[src/rtl/binary_projection_histogram_assert.svh]
// Assertion macros shared by the histogram RTL.
`ifndef BINARY_PROJECTION_HISTOGRAM_ASSERT_SVH
`define BINARY_PROJECTION_HISTOGRAM_ASSERT_SVH

`ifndef SYNTHESIS

// Same-cycle implication, disabled during reset
`define BPH_ASSERT_IMPL(label, clk, rst_n, ante, cons) \
    label: assert property (@(posedge clk) disable iff (!(rst_n)) (ante) |-> (cons)) \
        else $error("assertion failed");

// Next-cycle implication, disabled during reset
`define BPH_ASSERT_NEXT(label, clk, rst_n, ante, cons) \
    label: assert property (@(posedge clk) disable iff (!(rst_n)) (ante) |=> (cons)) \
        else $error("assertion failed");

`else

`define BPH_ASSERT_IMPL(label, clk, rst_n, ante, cons)
`define BPH_ASSERT_NEXT(label, clk, rst_n, ante, cons)

`endif

`endif

[src/rtl/bph_pkg.sv]
package bph_pkg;

    // Field and register widths
    localparam int COUNT_W   = 11;
    localparam int DIM_REG_W = 11;
    localparam int CFG_IDX_W = 2;
    localparam int OUT_POS_W = 10;

    // Command codes
    localparam logic [1:0] CMD_PIXEL = 2'd0;
    localparam logic [1:0] CMD_READ  = 2'd1;
    localparam logic [1:0] CMD_CLEAR = 2'd2;

    // Register indexes
    localparam logic [CFG_IDX_W-1:0] REG_MODE   = 2'd0;
    localparam logic [CFG_IDX_W-1:0] REG_WIDTH  = 2'd1;
    localparam logic [CFG_IDX_W-1:0] REG_HEIGHT = 2'd2;

    // Reset values of the registers
    localparam logic                 MODE_RESET   = 1'b0;
    localparam logic [DIM_REG_W-1:0] WIDTH_RESET  = 11'd640;
    localparam logic [DIM_REG_W-1:0] HEIGHT_RESET = 11'd480;

    // Count saturation and bar pixel levels
    localparam logic [COUNT_W-1:0] COUNT_MAX = 11'd2047;
    localparam logic [7:0]         BAR_ON    = 8'd255;
    localparam logic [7:0]         BAR_OFF   = 8'd0;

    typedef struct packed {
        logic [1:0] cmd;
        logic [7:0] pixel_value;
    } t_in_req;

    typedef struct packed {
        logic [7:0]           bar_pixel;
        logic [OUT_POS_W-1:0] bar_row;
        logic [OUT_POS_W-1:0] bar_col;
        logic                 bar_last;
    } t_out_res;

    typedef enum logic [1:0] {
        ST_CLEAR,
        ST_IDLE,
        ST_PIXEL,
        ST_EMIT
    } t_state;

endpackage

[src/rtl/bph_out_reg.sv]
module bph_out_reg
    import bph_pkg::*;
(
    input  logic     i_clk,
    input  logic     i_rst_n,
    input  logic     i_load,
    input  t_out_res i_res,
    output logic     o_free,
    output logic     o_valid,
    output t_out_res o_res,
    input  logic     i_ready
);

    logic     r_valid;
    t_out_res r_res;

    // Free when empty or being drained this cycle
    assign o_free = !r_valid || i_ready;

    // Hold the result until the request is taken
    always_ff @(posedge i_clk) begin
        if (!i_rst_n) begin
            r_valid <= 1'b0;
        end else if (i_load) begin
            r_valid <= 1'b1;
        end else if (i_ready) begin
            r_valid <= 1'b0;
        end
    end

    always_ff @(posedge i_clk) begin
        if (i_load) begin
            r_res <= i_res;
        end
    end

    assign o_valid = r_valid;
    assign o_res   = r_res;

endmodule

[config.mk]
export PLATFORM = sky130hd
export DESIGN_NAME = bph_out_reg
export DESIGN_NICKNAME = d
export VERILOG_FILES = /design/src/rtl/binary_projection_histogram_assert.svh /design/src/rtl/bph_pkg.sv /design/src/rtl/bph_out_reg.sv
export SDC_FILE = /design/constraint.sdc
export NUM_CORES = 1
export LEC_CHECK = 0
export ABC_AREA = 1
export BUFFER_PORTS_ARGS = -buffer_cell sky130_fd_sc_hd__buf_2
export CAP_MARGIN = 20
export CORE_ASPECT_RATIO = 1.1
export CORE_MARGIN = 2
export CORE_UTILIZATION = 39
export CTS_BUF_LIST = sky130_fd_sc_hd__clkbuf_16
export CTS_CLUSTER_SIZE = 12
export DETAILED_ROUTE_END_ITERATION = 8
export HOLD_SLACK_MARGIN = 0.12
export PLACE_DENSITY = 0.82
export SETUP_SLACK_MARGIN = 0.2
export SYNTH_ARGS = -nofsm -noshare
export SYNTH_HDL_FRONTEND = slang
export SYNTH_SLANG_ARGS = --single-unit
[constraint.sdc]
create_clock -name i_clk -period 1 [get_ports i_clk]
set_clock_uncertainty 0.2 [all_clocks]
set_input_delay 0.15 -clock i_clk [delete_from_list [all_inputs] [get_ports i_clk]]
set_output_delay 0.15 -clock i_clk [all_outputs]
set_load 0.03 [all_outputs]
==> out/results.txt <==
Layout cells sized above 1: 0.682
Mapped Cells: 35
Critical path class: flip-flop to output pin
Post-Synth Adder-Cell Area: 0
Worst-margin pin slew: 0.159 ns
Buffers on Ports: 63
Yosys reg bits: 30
Worst-Skew Late Latency: 0.26 ns
Post-synth ARST share: 0
Met3 wire len: 304 um
Outcome: complete, but fails checks
Worst VDD drop: 1.43 mV
Max cap viols: 0
Worst Hold Class: input pin to flip-flop
Worst path cell trace: buf_6
CTS root buf: clkbuf_16
Startpoint types: flip-flop
Share of the synthesized area in the top cell type: 0.950
Overflow left after global routing: 0
RR Startpoint: o_valid
Met1 WL: 704 um
Post-route insts no fill: 140
P_leak: 0.732 nW
Clock Sink Count: 30
Worst Hold Depth: 1
Final Power: 3.42 mW
FMAX: 842 MHz
Worst r2r dst: o_valid
Mapped cell area: 917 um^2
Final hold vios: 30
EDFF count, synth: 29
Post-layout util: 0.754
Antenna cells: 0
Synth top area cells: edfxtp_1, dfxtp_1, inv_1
Yosys top cell by area: edfxtp_1
Routed WL per cell: 14.8 um
Final HPWL DP: 1330 um
Top cells by count, synth: edfxtp_1, inv_1, a21oi_2, dfxtp_1, nand2_2
Number of global-route vias before repair: 637
Detail Route Antenna Nets: 0
RSZ-0062 raised after global routing: yes
Starting Density: 0.411
Warnings from Yosys: 0
IO Pins: 64
Crit path max-delay family: flip-flops
R2R setup slack: -0.01 ns
TritonCTS Buffers: 5
Post-synthesis compound-gate area fraction: 0.00955
Seq/Total Area, Yosys: 0.971
# rows: 18
RD Place Congestion: 0.662
Core ar.: 0.00223 mm^2
Clock-pin slew on the worst setup and hold paths: 0.05 ns
Top sig layer: met4
Die Ht: 54.9 um
Max-slew violations: 0
Placed Instances: 130
Placed cell areas: 0.00133 mm^2
Metal2 WL: 1040 um
Main combinational cell family by area after synthesis: buffers and inverters
XOR/XNOR share of the synthesized area: 0
Failing checks: negative hold slack, negative setup slack
Most common cell in the synthesized netlist: edfxtp_1
Die footprint: 0.00276 mm^2
Final net count: 142
Total GRT Usage: 0.162
Crit path max fanout: 1
Initial antenna violation count: 0
Power per cell area: 2040 mW/mm^2
Detailed router's first-iteration violation count: 5
TritonRoute pass-1 iters: 4
First-pass GRT wire length: 2850 um
Fin worst setup slack: -0.187 ns
Hold path start: i_res[4]
H-Tree Depth: 2
Top_reg_cell synth: edfxtp_1
Count of final setup violators: 32
Reg2Reg Depth: 4
Final wirelength: 2070 um
DRC: 0
Worst Path Buf+Inv: 1
WP data arrival: 0.84 ns
Critical Path RT: 0.65 ns
Via count: 616
Hold Worst Slack: -0.141 ns
Maximum root-to-sink buffer count: 2
Largest net degree at the start of global routing: 18
Rel. slew slack: 0.894
CTS tree: built
Setup TNS: -4.49 ns
Post-Layout Inst Area: 0.00168 mm^2
Syn Area/Cell: 26.2 um^2
Synth Net Count: 68
Multiplexer area fraction after synthesis: 0
Vias per Instance: 4.40
Area growth syn-to-layout: 83.2%
Hold Crit Endpoint: o_res[4]
Period minus WS final: 1.19 ns
Synth Area in Simple Gates: 0.00682
CP max stage cell: edfxtp_1
CP max stage delay: 0.41 ns
Die width: 50.2 um
Setup WS pre-CTS: 0.0361 ns
CP endpoint kind: output pin
Netlist cell types: 5
Period utilization: 1.19
==> worst max-delay path by stage <==
stage | start | endpoint | slack [ns] | depth (start not counted)
CTS | o_res[3] | o_res[3] | -0.17 | 1
floorplan | o_valid | o_valid | 0.13 | 2
global route | o_res[1] | o_res[1] | -0.22 | 1
detailed placement | i_ready | o_free | 0.04 | 4
finish | o_res[1] | o_res[1] | -0.19 | 1
global placement | i_ready | o_free | 0.05 | 4
==> area by class of cell <==
cell class | count | area, um^2
fill | 128 | 549
clock inverter | 3 | 11.3
multi-input combinational | 2 | 28.8
timing repair buffer | 67 | 572
sequential | 30 | 895
tap | 30 | 37.5
clock buffer | 5 | 125
inverter | 3 | 11.3
==> metal layers <==
| layer | track usage | vias up |
|---|---|---|
| met5 | 0 | - |
| met4 | 0.111 | 0 |
| met3 | 0.120 | 2 |
| met2 | 0.246 | 46 |
| met1 | 0.154 | 286 |
| li1 | - | 282 |
==> cell usage in the layout, fill, tap and decap left out <==
cell type,netlist,routed
a21oi_2,1,1
buf_12,0,2
buf_2,0,32
buf_6,0,33
clkbuf_16,0,5
clkinv_1,0,1
dfxtp_4,0,1
edfxtp_1,29,29
inv_1,3,5
nand2_8,0,1
==> sequential cells by signal, indices dropped and copies added, names as in the netlist <==
register  count
o_res        29
o_valid       1
==> where the power goes <==
group / switching [mW] / leakage (nW) / total, mW / internal, mW
logic: 0.289 / 0.366 / 0.535 / 0.246
clock network: 0.454 / 0.0738 / 1.34 / 0.890
registers: 0.0490 / 0.293 / 1.54 / 1.49
total: 0.792 / 0.732 / 3.42 / 2.63
==> kinds of logic after synthesis <==
kind of cell,Yosys count
DFF,30
buffers and inverters,3
and+or+nand+nor,1
AOI/OAI and AO/OA,1
==> repair_timing <==
item	4_1_cts	5_1_grt
gates cloned	0	0
endpoints found under the setup margin	32	32
resized for setup	62	2
pin swaps	1	1
setup buffers	1	1
endpoints found under the hold margin	59	43
Power figures use the tool's default switching activity.
